==> src/imac_pkg.sv <==
// Shared types and constants for the interval mean accumulator.
// No dependencies; imac_datapath, imac_ctrl and interval_mean_accumulator import this package.
`default_nettype none

package imac_pkg;

  localparam int FUNC_W = 2;
  localparam int CH_W   = 3;
  localparam int PT_W   = 8;
  localparam int VAL_W  = 32;
  localparam int SUM_W  = 48;
  localparam int CNT_W  = 16;

  localparam int DEF_CHANNELS = 8;
  localparam int DEF_POINTS   = 256;

  // transaction function codes
  localparam logic [FUNC_W-1:0] FUNC_ADD   = 2'd0;
  localparam logic [FUNC_W-1:0] FUNC_MEAN  = 2'd1;
  localparam logic [FUNC_W-1:0] FUNC_CLEAR = 2'd2;

  // result status codes
  localparam logic STATUS_OK    = 1'b0;
  localparam logic STATUS_EMPTY = 1'b1;

  typedef enum logic [2:0] {
    ST_CLEAR,
    ST_IDLE,
    ST_ADD,
    ST_MLOAD,
    ST_DIV,
    ST_MOUT
  } state_t;

  // controller to datapath
  typedef struct packed {
    logic accept;
    logic add_commit;
    logic div_start;
    logic out_fire;
    logic clr_begin;
    logic clr_step;
  } ctrl_cmd_t;

  // datapath to controller
  typedef struct packed {
    logic cnt_zero;
    logic div_done;
    logic clr_last;
  } dp_stat_t;

endpackage

`default_nettype wire

==> src/imac_ctrl.sv <==
// Controller state machine: sequences add, mean, clear and the clear sweep.
// Depends on imac_pkg.
`default_nettype none

module imac_ctrl (
  input  wire logic                             clk,
  input  wire logic                             rst_n,
  input  wire logic                             start,
  input  wire logic [imac_pkg::FUNC_W-1:0]      in_func,
  input  wire imac_pkg::dp_stat_t               stat,
  output imac_pkg::ctrl_cmd_t                   cmd,
  output logic                                  busy
);

  import imac_pkg::*;

  state_t state_r, state_nxt;
  logic   accept;

  assign accept = start && (state_r == ST_IDLE);
  assign busy   = (state_r != ST_IDLE);

  // next state
  always_comb begin
    state_nxt = state_r;
    case (state_r)
      ST_CLEAR: begin
        if (stat.clr_last) begin
          state_nxt = ST_IDLE;
        end
      end
      ST_IDLE: begin
        if (accept) begin
          case (in_func)
            FUNC_ADD:   state_nxt = ST_ADD;
            FUNC_MEAN:  state_nxt = ST_MLOAD;
            FUNC_CLEAR: state_nxt = ST_CLEAR;
            default:    state_nxt = ST_IDLE;
          endcase
        end
      end
      ST_ADD:   state_nxt = ST_IDLE;
      ST_MLOAD: state_nxt = stat.cnt_zero ? ST_MOUT : ST_DIV;
      ST_DIV: begin
        if (stat.div_done) begin
          state_nxt = ST_MOUT;
        end
      end
      ST_MOUT:  state_nxt = ST_IDLE;
      default:  state_nxt = ST_IDLE;
    endcase
  end

  // outputs
  always_comb begin
    cmd            = '0;
    cmd.accept     = accept;
    cmd.clr_begin  = accept && (in_func == FUNC_CLEAR);
    cmd.add_commit = (state_r == ST_ADD);
    cmd.div_start  = (state_r == ST_MLOAD) && !stat.cnt_zero;
    cmd.out_fire   = (state_r == ST_MOUT);
    cmd.clr_step   = (state_r == ST_CLEAR);
  end

  always_ff @(posedge clk) begin
    if (!rst_n) begin
      state_r <= ST_CLEAR;
    end else begin
      state_r <= state_nxt;
    end
  end

endmodule

`default_nettype wire

==> config.mk <==
export PLATFORM = sky130hd
export DESIGN_NAME = imac_ctrl
export DESIGN_NICKNAME = d
export VERILOG_FILES = /design/src/imac_pkg.sv /design/src/imac_ctrl.sv
export SDC_FILE = /design/constraint.sdc
export NUM_CORES = 1
export LEC_CHECK = 0
export BUFFER_PORTS_ARGS = -buffer_cell sky130_fd_sc_hd__buf_2
export CAP_MARGIN = 20
export CORE_AREA = 10 10 47 49
export CTS_BUF_LIST = sky130_fd_sc_hd__clkbuf_4 sky130_fd_sc_hd__clkbuf_8
export DETAILED_ROUTE_END_ITERATION = 8
export DIE_AREA = 0 0 57 59
export PLACE_DENSITY = 0.47
export SETUP_SLACK_MARGIN = 0.02
export SLEW_MARGIN = 10
export SYNTH_ARGS = -nofsm -noshare
export SYNTH_HDL_FRONTEND = slang
export SYNTH_SLANG_ARGS = --single-unit
==> constraint.sdc <==
create_clock -name clk -period 1 [get_ports clk]
set_input_delay 0.15 -clock clk [delete_from_list [all_inputs] [get_ports clk]]
set_output_delay 0.15 -clock clk [all_outputs]
set_load 0.05 [all_outputs]
# [Yosys cells after proc, flatten, opt, wreduce, memory -nomap -nowiden]
# Index checks and enable logic that the tools add are counted.
# W data, S select, Z words.
[totals] ff_bits=3 inputBits=8 out_inout_bits=7 elab_cells=25
[op_classes] n_eq_ne=11 mux=6 reduce_logical=7
[op_table] op="$pmux W3 S4" count=1
[op_table] op="$mux W3" count=3
[op_table] op="$eq A3 B2 Y1 const B" count=2
[op_table] op="$eq A3 B3 Y1 const B" count=2
[op_table] op="$ne A2 B2 Y1 const B" count=3
[op_table] op="$pmux W2 S3" count=1
[op_table] op="$eq A3 B1 Y1 const B" count=1
[op_table] op="$logic_and A1 B1 Y1" count=3
[op_table] op="$logic_not A3 Y1" count=1
[op_table] op="$ne A3 B1 Y1 const B" count=1
[op_table] op="$reduce_and A3 Y1" count=1
[op_table] op="$eq A2 B1 Y1 const B" count=1
[op_table] op="$eq A2 B2 Y1 const B" count=1
[op_table] op="$logic_not A2 Y1" count=1
[op_table] op="$logic_not A1 Y1" count=1
[op_table] op="$mux W1" count=1

# [Depth between registers and ports, before layout]
# Gate-level depths: netlist (run 1).
[depth] depth_word=4 ltp_mapped=3 mapped_depth_nobuf=3

# [Worst setup path after synthesis (run 1)]
# No wires, ideal clock.
[synth_path] kind="reg-to-output" start="register state_r[1]" end="output cmd[4] (netlist bit)" arrival_ns=1.572 required_time_ns=0.850 slack_ns=-0.722 stages_incl_launch_ff=2 n_path_buf=0 path_cell_list="dfxtp_1 > nor3b_1"
[synth_lines] element="start, declared" line_no="imac_ctrl.sv:17" rtl="state_t state_r, state_nxt;"
[synth_lines] element="start signal, assigned" line_no="imac_ctrl.sv:69" rtl="state_r <= state_nxt;"
[synth_lines] element="end, declared" line_no="imac_ctrl.sv:11" rtl="output imac_pkg::ctrl_cmd_t cmd,"

==> results_dict.tcl, run 1 <==
set metrics [dict create \
    status "finished with violations" \
    violations "negative setup slack" \
    synthTopCellsByArea "dfxtp_1 (31%), or3b_1 (8.9%), nand4bb_2 (8.3%)" \
    synth_most_common_cell "dfxtp_1" \
    core_mm2 0.001401 \
    crit_path_end_kind "output pin" \
    placed_area_um2 385.4 \
    switchingPower_mw 0.1540 \
    dp.cells 56 \
    grt_max_degree 9 \
    grt_usage_pct 4.929 \
    yosys_most_used_dff "dfxtp_1" \
    cts_buffer_depth 2 \
    setup-tns-final_ns -2.233 \
    antenna_left 0 \
    finalPower_mw 0.5372 \
    grt_antenna_before_repair 0 \
    place_ws_ns -0.2363 \
    criticalPathCategory "reg -> out" \
    wl_per_cell_um 12.33 \
    die_w_um 57 \
    critPathMaxFanout 4 \
    hold_viol_final 0 \
    die_h_um 59 \
    fin_nets 54 \
    via_per_inst 4.230 \
    setup_viol 9 \
    netlist.area_leader.share_pct 30.57 \
    drive_gt1_share_pct 82.22 \
    synth-seq-cells 3 \
    largest_registers "state_r x3" \
    cts_sinks 3 \
    dpl.hpwl_um 606 \
    h-tree-depth 1 \
    timing.hold.ws_ns 0.08550 \
    antenna_cells 0 \
    rows 14 \
    swShare_pct 28.67 \
    seqPwrFrac_pct 25.0 \
    fin_ws_ns -0.3573 \
    cts-root-buf "clkbuf_4" \
    max_freq_mhz 736.7 \
    io_pins 15 \
    regMostFlops "state_r" \
    clock-skew-final_ns 0.001514 \
    firstDrtPassIters 2 \
    syn2layout_area_growth_pct 153.5 \
    largest_register_ff_count 3 \
    worstSetupStartpointType "flip-flop" \
    syn_avg_cell_area_um2 9.822 \
    grt_overflow 0 \
    cp_slowest_cell "dfxtp_2" \
    tightestPinTransition_ns 0.4044 \
    grt_pass1_wl_mm 1.283 \
    p_int_mw 0.3832 \
    finalNonFillerCells 61 \
    cts.clk_slew.worst_paths_ns 0.04 \
    netlist_top_cells_count "dfxtp_1 (3), nor3b_1 (2), or3b_1 (2)" \
    fin_util_pct 35.54 \
    routed_wl_um 752 \
    path_cells "nand4bb_4 -> nor2_4 -> and2_4 -> buf_8" \
    syn_area_um2 196.4 \
    initial_core_util_pct 14.02 \
    ys_types 16 \
    peakVddDrop_uv 441.0 \
    max_stage_delay_ns 0.33 \
    numCtsBuffers 3 \
    synth-edff-count 0 \
    hp-class "in -> reg" \
    vias 258 \
    synth_top_area_cell "dfxtp_1" \
    leakagePower_nw 0.2164 \
    io_buffers 14 \
    clkPwrFrac_pct 44.1 \
    drc 0 \
    relSlewSlack_pct 72.34 \
    grt_pass1_vias 290 \
    cts_tree "done" \
    seq_area_frac_synth_pct 30.57 \
    synth_async_sr_flop_share_pct 0 \
    arrival_ns 1.21 \
    yosysWarnings 0 \
    clock_latency_ns 0.23 \
    combPwrFrac_pct 30.9 \
    power_density_mw_per_mm2 1079 \
    drtIter0Drc 5 \
    rsz0062_at_grt "yes" \
    period_share_pct 135.7 \
    design_area_um2 498.0 \
    dieArea_mm2 0.003363 \
    critPathRequiredTime_ns 0.85 \
    postCtsHoldBufs 0 \
    fill_cells 157 \
    maxCapViolations 0 \
    synth_cells 20 \
    period_needed_ns 1.357 \
    syn_nets 28 \
    slew_violations 0 \
    routabilityCongestion 0.6215 \
]
## placed cells by master (no fill, tap or decap), types with 2 or more instances in the layout
cell type  synthesis  final
buf_6              0      6
buf_2              0      7
clkbuf_4           0      4
dfxtp_4            0      2
buf_4              1      5
buf_8              0      4
## kinds of logic (layout without fill, tap and decap cells)
family	count (synthesis)	in the layout	share of synthesized area (%)
AO/OA/AOI/OAI	2	2	8.282
buffers and inverters	2	27	5.732
AND/OR/NAND/NOR	13	13	55.42
flip-flops	3	3	30.57
## worst paths after layout
check / start / endpoint / slack, ns / cells after the start
worst max-delay path: state_r[1]$_SDFFE_PN0P_ / cmd[1] / -0.36 / 4
worst min-delay path: in_func[1] / state_r[1]$_SDFFE_PN0P_ / 0.09 / 2
worst max register to register: state_r[2]$_SDFFE_PN0P_ / state_r[0]$_SDFFE_PN0P_ / -0.25 / 5
worst min register to register: state_r[0]$_SDFFE_PN0P_ / state_r[2]$_SDFFE_PN0P_ / 0.56 / 2
## layout make-up
cell class / count / area, µm² / area share, %
clock buffer: 4 / 30.03 / 6.030
inverter: 1 / 3.754 / 0.7538
multi-input combinational: 15 / 175.2 / 35.18
sequential: 3 / 68.82 / 13.82
tap: 16 / 20.02 / 4.020
timing repair buffer: 22 / 200.2 / 40.20
## metal layers
layer  global-route usage [%]  up-vias  wire length (µm)
li1                         -      127                 -
met1                    5.113      118               316
met2                    6.822       13               325
met3                    3.219        0               110
met4                    4.027        0                 0
met5                        0        -                 0
## worst max-delay path: cells and delay by family (launching register included)
family	cells	cell delay [ns]
flops	1	0.33
simple gates	3	0.51
buf+inv	1	0.14
## power groups by stage
stage	Sequential (mW)	Combinational (mW)	Clock, mW
2_1_floorplan	0.139	0.0862	0
3_3_place_gp	0.135	0.140	0
3_5_place_dp	0.136	0.140	0
4_1_cts	0.135	0.170	0.252
5_1_grt	0.135	0.176	0.249
6_report	0.135	0.166	0.237
## timing repair
action	4_1_cts	5_1_grt
gates resized for setup	22	0
pin swaps	3	1
setup endpoints to repair	9	10
buffers inserted	1	0
Note: power is estimated with default switching activity, not from simulation.
==> run 2: changes to the inputs <==
- CELL_PAD_IN_SITES_DETAIL_PLACEMENT: default -> 0
- CELL_PAD_IN_SITES_GLOBAL_PLACEMENT: default -> 1
- HOLD_SLACK_MARGIN: default -> 0.1
- PLACE_DENSITY: 0.47 -> 0.59
==> run 2 against run 1 <==
Effect of this change: the flow still finishes with violations (negative setup slack); core utilization up 6.4 points; total power is 5.6% higher; critical path depth is 1 lower; clock power about the same; count of clock-buffer cells in the layout unchanged; global-route usage rose by 0.52 points; sequential share of layout area down 2.1 points; sequential power barely moved; die area unchanged; hold slack gained 0.11 ns; via count up 6.2%; critical endpoint is now busy; highest routed layer unchanged.
==> results_dict.tcl, run 2 (synthesis gave the netlist of run 1 again) <==
set metrics [dict create \
    status "finished with violations" \
    violations "negative setup slack" \
    switchingPower_mw 0.1620 \
    max_stage_delay_ns 0.37 \
    finalNonFillerCells 68 \
    period_share_pct 134.2 \
    regMostFlops "state_r" \
    vias 274 \
    h-tree-depth 1 \
    setup_viol 9 \
    clkPwrFrac_pct 41.5 \
    hold_viol_final 0 \
    worstSetupStartpointType "flip-flop" \
    fin_nets 61 \
    clock-skew-final_ns 0.0006972 \
    largest_registers "state_r x3" \
    io_buffers 14 \
    cp_slowest_cell "or3b_4" \
    antenna_cells 0 \
    place_ws_ns -0.2269 \
    leakagePower_nw 0.2632 \
    cts_tree "done" \
    fill_cells 159 \
    grt_pass1_vias 318 \
    wl_per_cell_um 11.31 \
    relSlewSlack_pct 83.58 \
    seqPwrFrac_pct 23.5 \
    drc 0 \
    cts.clk_slew.worst_paths_ns 0.04 \
    fin_ws_ns -0.3418 \
    die_h_um 59 \
    dpl.hpwl_um 547.9 \
    seq_area_um2 68.82 \
    rsz0062_at_grt "yes" \
    criticalPathCategory "reg -> out" \
    cts_buffer_depth 2 \
    clock_latency_ns 0.23 \
    layout_common_cells "buf_6 (9), buf_4 (9), buf_2 (7), clkbuf_4 (4), buf_8 (3)" \
    critPathLaunch "state_r[1]$_SDFFE_PN0P_" \
    power_density_mw_per_mm2 965.0 \
    hp-class "in -> reg" \
    antenna_left 0 \
    via_per_inst 4.029 \
    drtIter0Drc 2 \
    critPathMaxFanout 4 \
    arrival_ns 1.19 \
    critPathRequiredTime_ns 0.85 \
    syn2layout_area_growth_pct 199.4 \
    rows 14 \
    drive_gt1_share_pct 88.46 \
    grt_usage_pct 5.452 \
    combPwrFrac_pct 35.0 \
    grt_pass1_wl_mm 1.428 \
    grt_overflow 0 \
    largest_register_ff_count 3 \
    routabilityCongestion 0.5999 \
    slew_violations 0 \
    grt_antenna_before_repair 0 \
    tightestPinTransition_ns 0.2463 \
    cts-root-buf "clkbuf_4" \
    path_cells "buf_6 -> or3b_4 -> buf_8" \
    max_freq_mhz 745.2 \
    firstDrtPassIters 4 \
    p_int_mw 0.4055 \
    peakVddDrop_uv 365.1 \
    period_needed_ns 1.342 \
    core_mm2 0.001401 \
    rr_startpoint "state_r[2]$_SDFFE_PN0P_" \
    maxCapViolations 0 \
    routed_wl_um 769 \
    dieArea_mm2 0.003363 \
    timing.hold.ws_ns 0.1912 \
    swShare_pct 28.54 \
    initial_core_util_pct 14.02 \
    numCtsBuffers 3 \
    crit_path_end_kind "output pin" \
    cts_sinks 3 \
    hp-start "rst_n" \
    io_pins 15 \
    finalPower_mw 0.5675 \
    multi_input_area_um2 206.4 \
    die_w_um 57 \
    grt_max_degree 9 \
    setup-tns-final_ns -2.356 \
    dp.cells 57 \
]
==> run 2: worst max-delay path: cells and delay by family, from the launching register on <==
family / cells / cell delay, ns
simple gates: 1 / 0.37
flops: 1 / 0.32
buf+inv: 2 / 0.28
==> run 2: cell type report <==
cell class,count,area share [%]
repair buffers,29,44.04
multi-input cells,15,35.11
flip-flops and latches,3,11.70
clock buffers,4,5.106
well taps,16,3.404
inverters,1,0.6383
==> run 2: final timing paths <==
kind / end / slack, ns / cells past startpoint
worst max register to register: state_r[0]$_SDFFE_PN0P_ / -0.23 / 6
worst min register to register: state_r[2]$_SDFFE_PN0P_ / 0.59 / 2
worst min-delay path: state_r[1]$_SDFFE_PN0P_ / 0.19 / 2
worst max-delay path: busy / -0.34 / 3
==> run 2: layer usage <==
metal | wire length [µm] | GRT usage (%)
met1 | 313 | 5.721
met2 | 322 | 6.977
met3 | 133 | 4.506
met4 | 0 | 4.027
met5 | 0 | 0
==> run 2: power groups by stage <==
stage                     sequential [mW]  combinational [mW]  clock, mW
after global routing                0.135               0.210      0.264
after floorplan                     0.139              0.0862          0
after detailed placement            0.135               0.141          0
final                               0.133               0.199      0.236
after CTS                           0.136               0.184      0.251
after global placement              0.135               0.141          0
==> run 2: timing repair <==
item | 4_1_cts | 5_1_grt
pin swaps | 3 | 5
hold buffers | 1 | 0
gates resized for setup | 25 | 4
setup endpoints to repair | 10 | 10
hold endpoints to repair | 1 | 0
buffers inserted | 3 | 3
==> run 2: stage by stage <==
stage,instance area (µm²),utilization (%)
after floorplan,250.2,-
after global placement,392.9,28.04
after detailed placement,392.9,28.04
after CTS,548.0,39.11
after global routing,588.1,41.96
final,588.1,41.96
==> run 3: changes to the inputs <==
- CTS_BUF_LIST: sky130_fd_sc_hd__clkbuf_4 sky130_fd_sc_hd__clkbuf_8 -> default
==> run 3 against run 2 <==
Effect of this change: the flow still finishes with violations (negative setup slack); final area down 0.64%; hold slack better by 0.00058 ns; clock power shrank 12%; register-to-register slack about the same; sequential cell count is the same; largest power group unchanged; critical endpoint unchanged; total power fell by 4.9%; non-clock buffer count stayed put; first-iteration DRC count is 50% higher; maximum frequency hardly changed; highest routed layer unchanged.
==> results_dict.tcl, run 3 (synthesis gave the netlist of run 1 again) <==
set metrics [dict create \
    status "finished with violations" \
    violations "negative setup slack" \
    routabilityCongestion 0.5999 \
    fin_nets 61 \
    critPathLaunch "state_r[1]$_SDFFE_PN0P_" \
    max_stage_delay_ns 0.37 \
    criticalPathCategory "reg -> out" \
    clock_latency_ns 0.23 \
    regMostFlops "state_r" \
    drtIter0Drc 3 \
    fill_cells 160 \
    cp_slowest_cell "or3b_4" \
    antenna_left 0 \
    hold_viol_final 0 \
    die_w_um 57 \
    antenna_cells 0 \
    fin_ws_ns -0.3410 \
    leakagePower_nw 0.2598 \
    vias 274 \
    clkPwrFrac_pct 38.5 \
    rr_endpoint "state_r[0]$_SDFFE_PN0P_" \
    crit_path_end_kind "output pin" \
    cts.clk_slew.worst_paths_ns 0.04 \
    maxCapViolations 0 \
    r2r_slack_ns -0.23 \
    hp-class "in -> reg" \
    critPathMaxFanout 4 \
    slew_violations 0 \
    tightestPinTransition_ns 0.2463 \
    largest_registers "state_r x3" \
    setup_viol 9 \
    firstDrtPassIters 4 \
    relSlewSlack_pct 83.58 \
    p_int_mw 0.3784 \
    h-tree-depth 1 \
    critPathRequiredTime_ns 0.85 \
    reg2reg_depth 6 \
    rsz0062_at_grt "yes" \
    swShare_pct 29.86 \
    dieArea_mm2 0.003363 \
    peakVddDrop_uv 363.3 \
    grt_overflow 0 \
    grt_pass1_vias 319 \
    dpl.hpwl_um 547.9 \
    seqPwrFrac_pct 24.7 \
    worstSetupStartpointType "flip-flop" \
    via_per_inst 4.029 \
    io_buffers 14 \
    cts-root-buf "clkbuf_4" \
    multi_input_area_um2 206.4 \
    layout_common_cells "buf_6 (9), buf_4 (9), buf_2 (7), clkbuf_4 (3), buf_8 (3)" \
    cts_tree "done" \
    rows 14 \
    numCtsBuffers 3 \
    path_cells "buf_6 -> or3b_4 -> buf_8" \
    clock-skew-final_ns 0.0003599 \
    grt_antenna_before_repair 0 \
    power_density_mw_per_mm2 923.4 \
    dp.cells 57 \
    drc 0 \
    period_share_pct 134.1 \
    seq_area_um2 68.82 \
    largest_register_ff_count 3 \
    die_h_um 59 \
    cts_sinks 3 \
    cp-endpoint "busy" \
    cts_buffer_depth 2 \
    combPwrFrac_pct 36.8 \
    grt_max_degree 9 \
    syn2layout_area_growth_pct 197.5 \
    wl_per_cell_um 11.26 \
    routed_wl_um 766 \
    period_needed_ns 1.341 \
    setup-tns-final_ns -2.352 \
    grt_pass1_wl_mm 1.428 \
    max_freq_mhz 745.7 \
    switchingPower_mw 0.1611 \
    rr_startpoint "state_r[2]$_SDFFE_PN0P_" \
    io_pins 15 \
    grt_usage_pct 5.452 \
    finalNonFillerCells 68 \
    drive_gt1_share_pct 86.54 \
    core_mm2 0.001401 \
    initial_core_util_pct 14.02 \
    arrival_ns 1.19 \
]
==> run 3: changes by cell type in the layout (fill, tap and decap cells not counted) <==
cell | before | now
clkbuf_1 | 0 | 1
clkbuf_4 | 4 | 3
==> run 3: per-stage QoR <==
step	worst slack (ns)	hold slack (ns)	total power, mW	cell area (µm²)	utilization [%]
global route	-0.4051	0.1887	0.5829	584.3	41.70
detailed placement	-0.2269	0.3316	0.2760	392.9	28.04
floorplan	-0.08411	0.2184	0.2256	250.2	-
finish	-0.3410	0.1918	0.5396	584.3	41.70
CTS	-0.3552	0.1846	0.5422	544.3	38.84
global placement	-0.2815	0.3272	0.2766	392.9	28.04
==> run 3: area by class of cell <==
cell class                 instances  share of cell area, %
timing repair buffer              29                  44.33
multi-input combinational         15                  35.33
sequential                         3                  11.78
clock buffer                       4                  4.497
tap                               16                  3.426
inverter                           1                 0.6424
==> run 3: how the worst min path moves through the flow <==
stage	from	to	slack [ns]	cells after the start
after floorplan	in_func[1]	state_r[1]$_SDFFE_PN0P_	0.22	1
after global placement	in_func[1]	state_r[1]$_SDFFE_PN0P_	0.33	2
after detailed placement	in_func[1]	state_r[1]$_SDFFE_PN0P_	0.33	2
after CTS	rst_n	state_r[2]$_SDFFE_PN0P_	0.18	2
after global routing	rst_n	state_r[2]$_SDFFE_PN0P_	0.19	2
final	rst_n	state_r[2]$_SDFFE_PN0P_	0.19	2
==> run 3: critical path: cells and delay by family, from the launching register on <==
family | cells | cell delay, ns
buffers and inverters | 2 | 0.28
flip-flops | 1 | 0.32
AND/OR/NAND/NOR | 1 | 0.37
==> run 3: metal layers <==
layer / vias up / wire (µm) / GRT usage, %
li1: 140 / - / -
met1: 119 / 312 / 5.721
met2: 15 / 320 / 6.977
met3: 0 / 133 / 4.506
met4: 0 / 0 / 4.027
met5: - / 0 / 0
==> run 3: what timing repair did <==
action / 4_1_cts / 5_1_grt
setup buffers: 3 / 3
hold endpoints to repair: 1 / 0
setup endpoints to repair: 10 / 10
hold buffers: 1 / 0
pin swaps: 3 / 5
cloned: 0 / 0
resized for setup: 25 / 4
==> run 3: power by group through the flow <==
stage	Combinational (mW)	Clock [mW]	Sequential (mW)
detailed placement	0.141	0	0.135
finish	0.199	0.208	0.133
floorplan	0.0862	0	0.139
global route	0.210	0.238	0.135
CTS	0.184	0.222	0.136
global placement	0.141	0	0.135
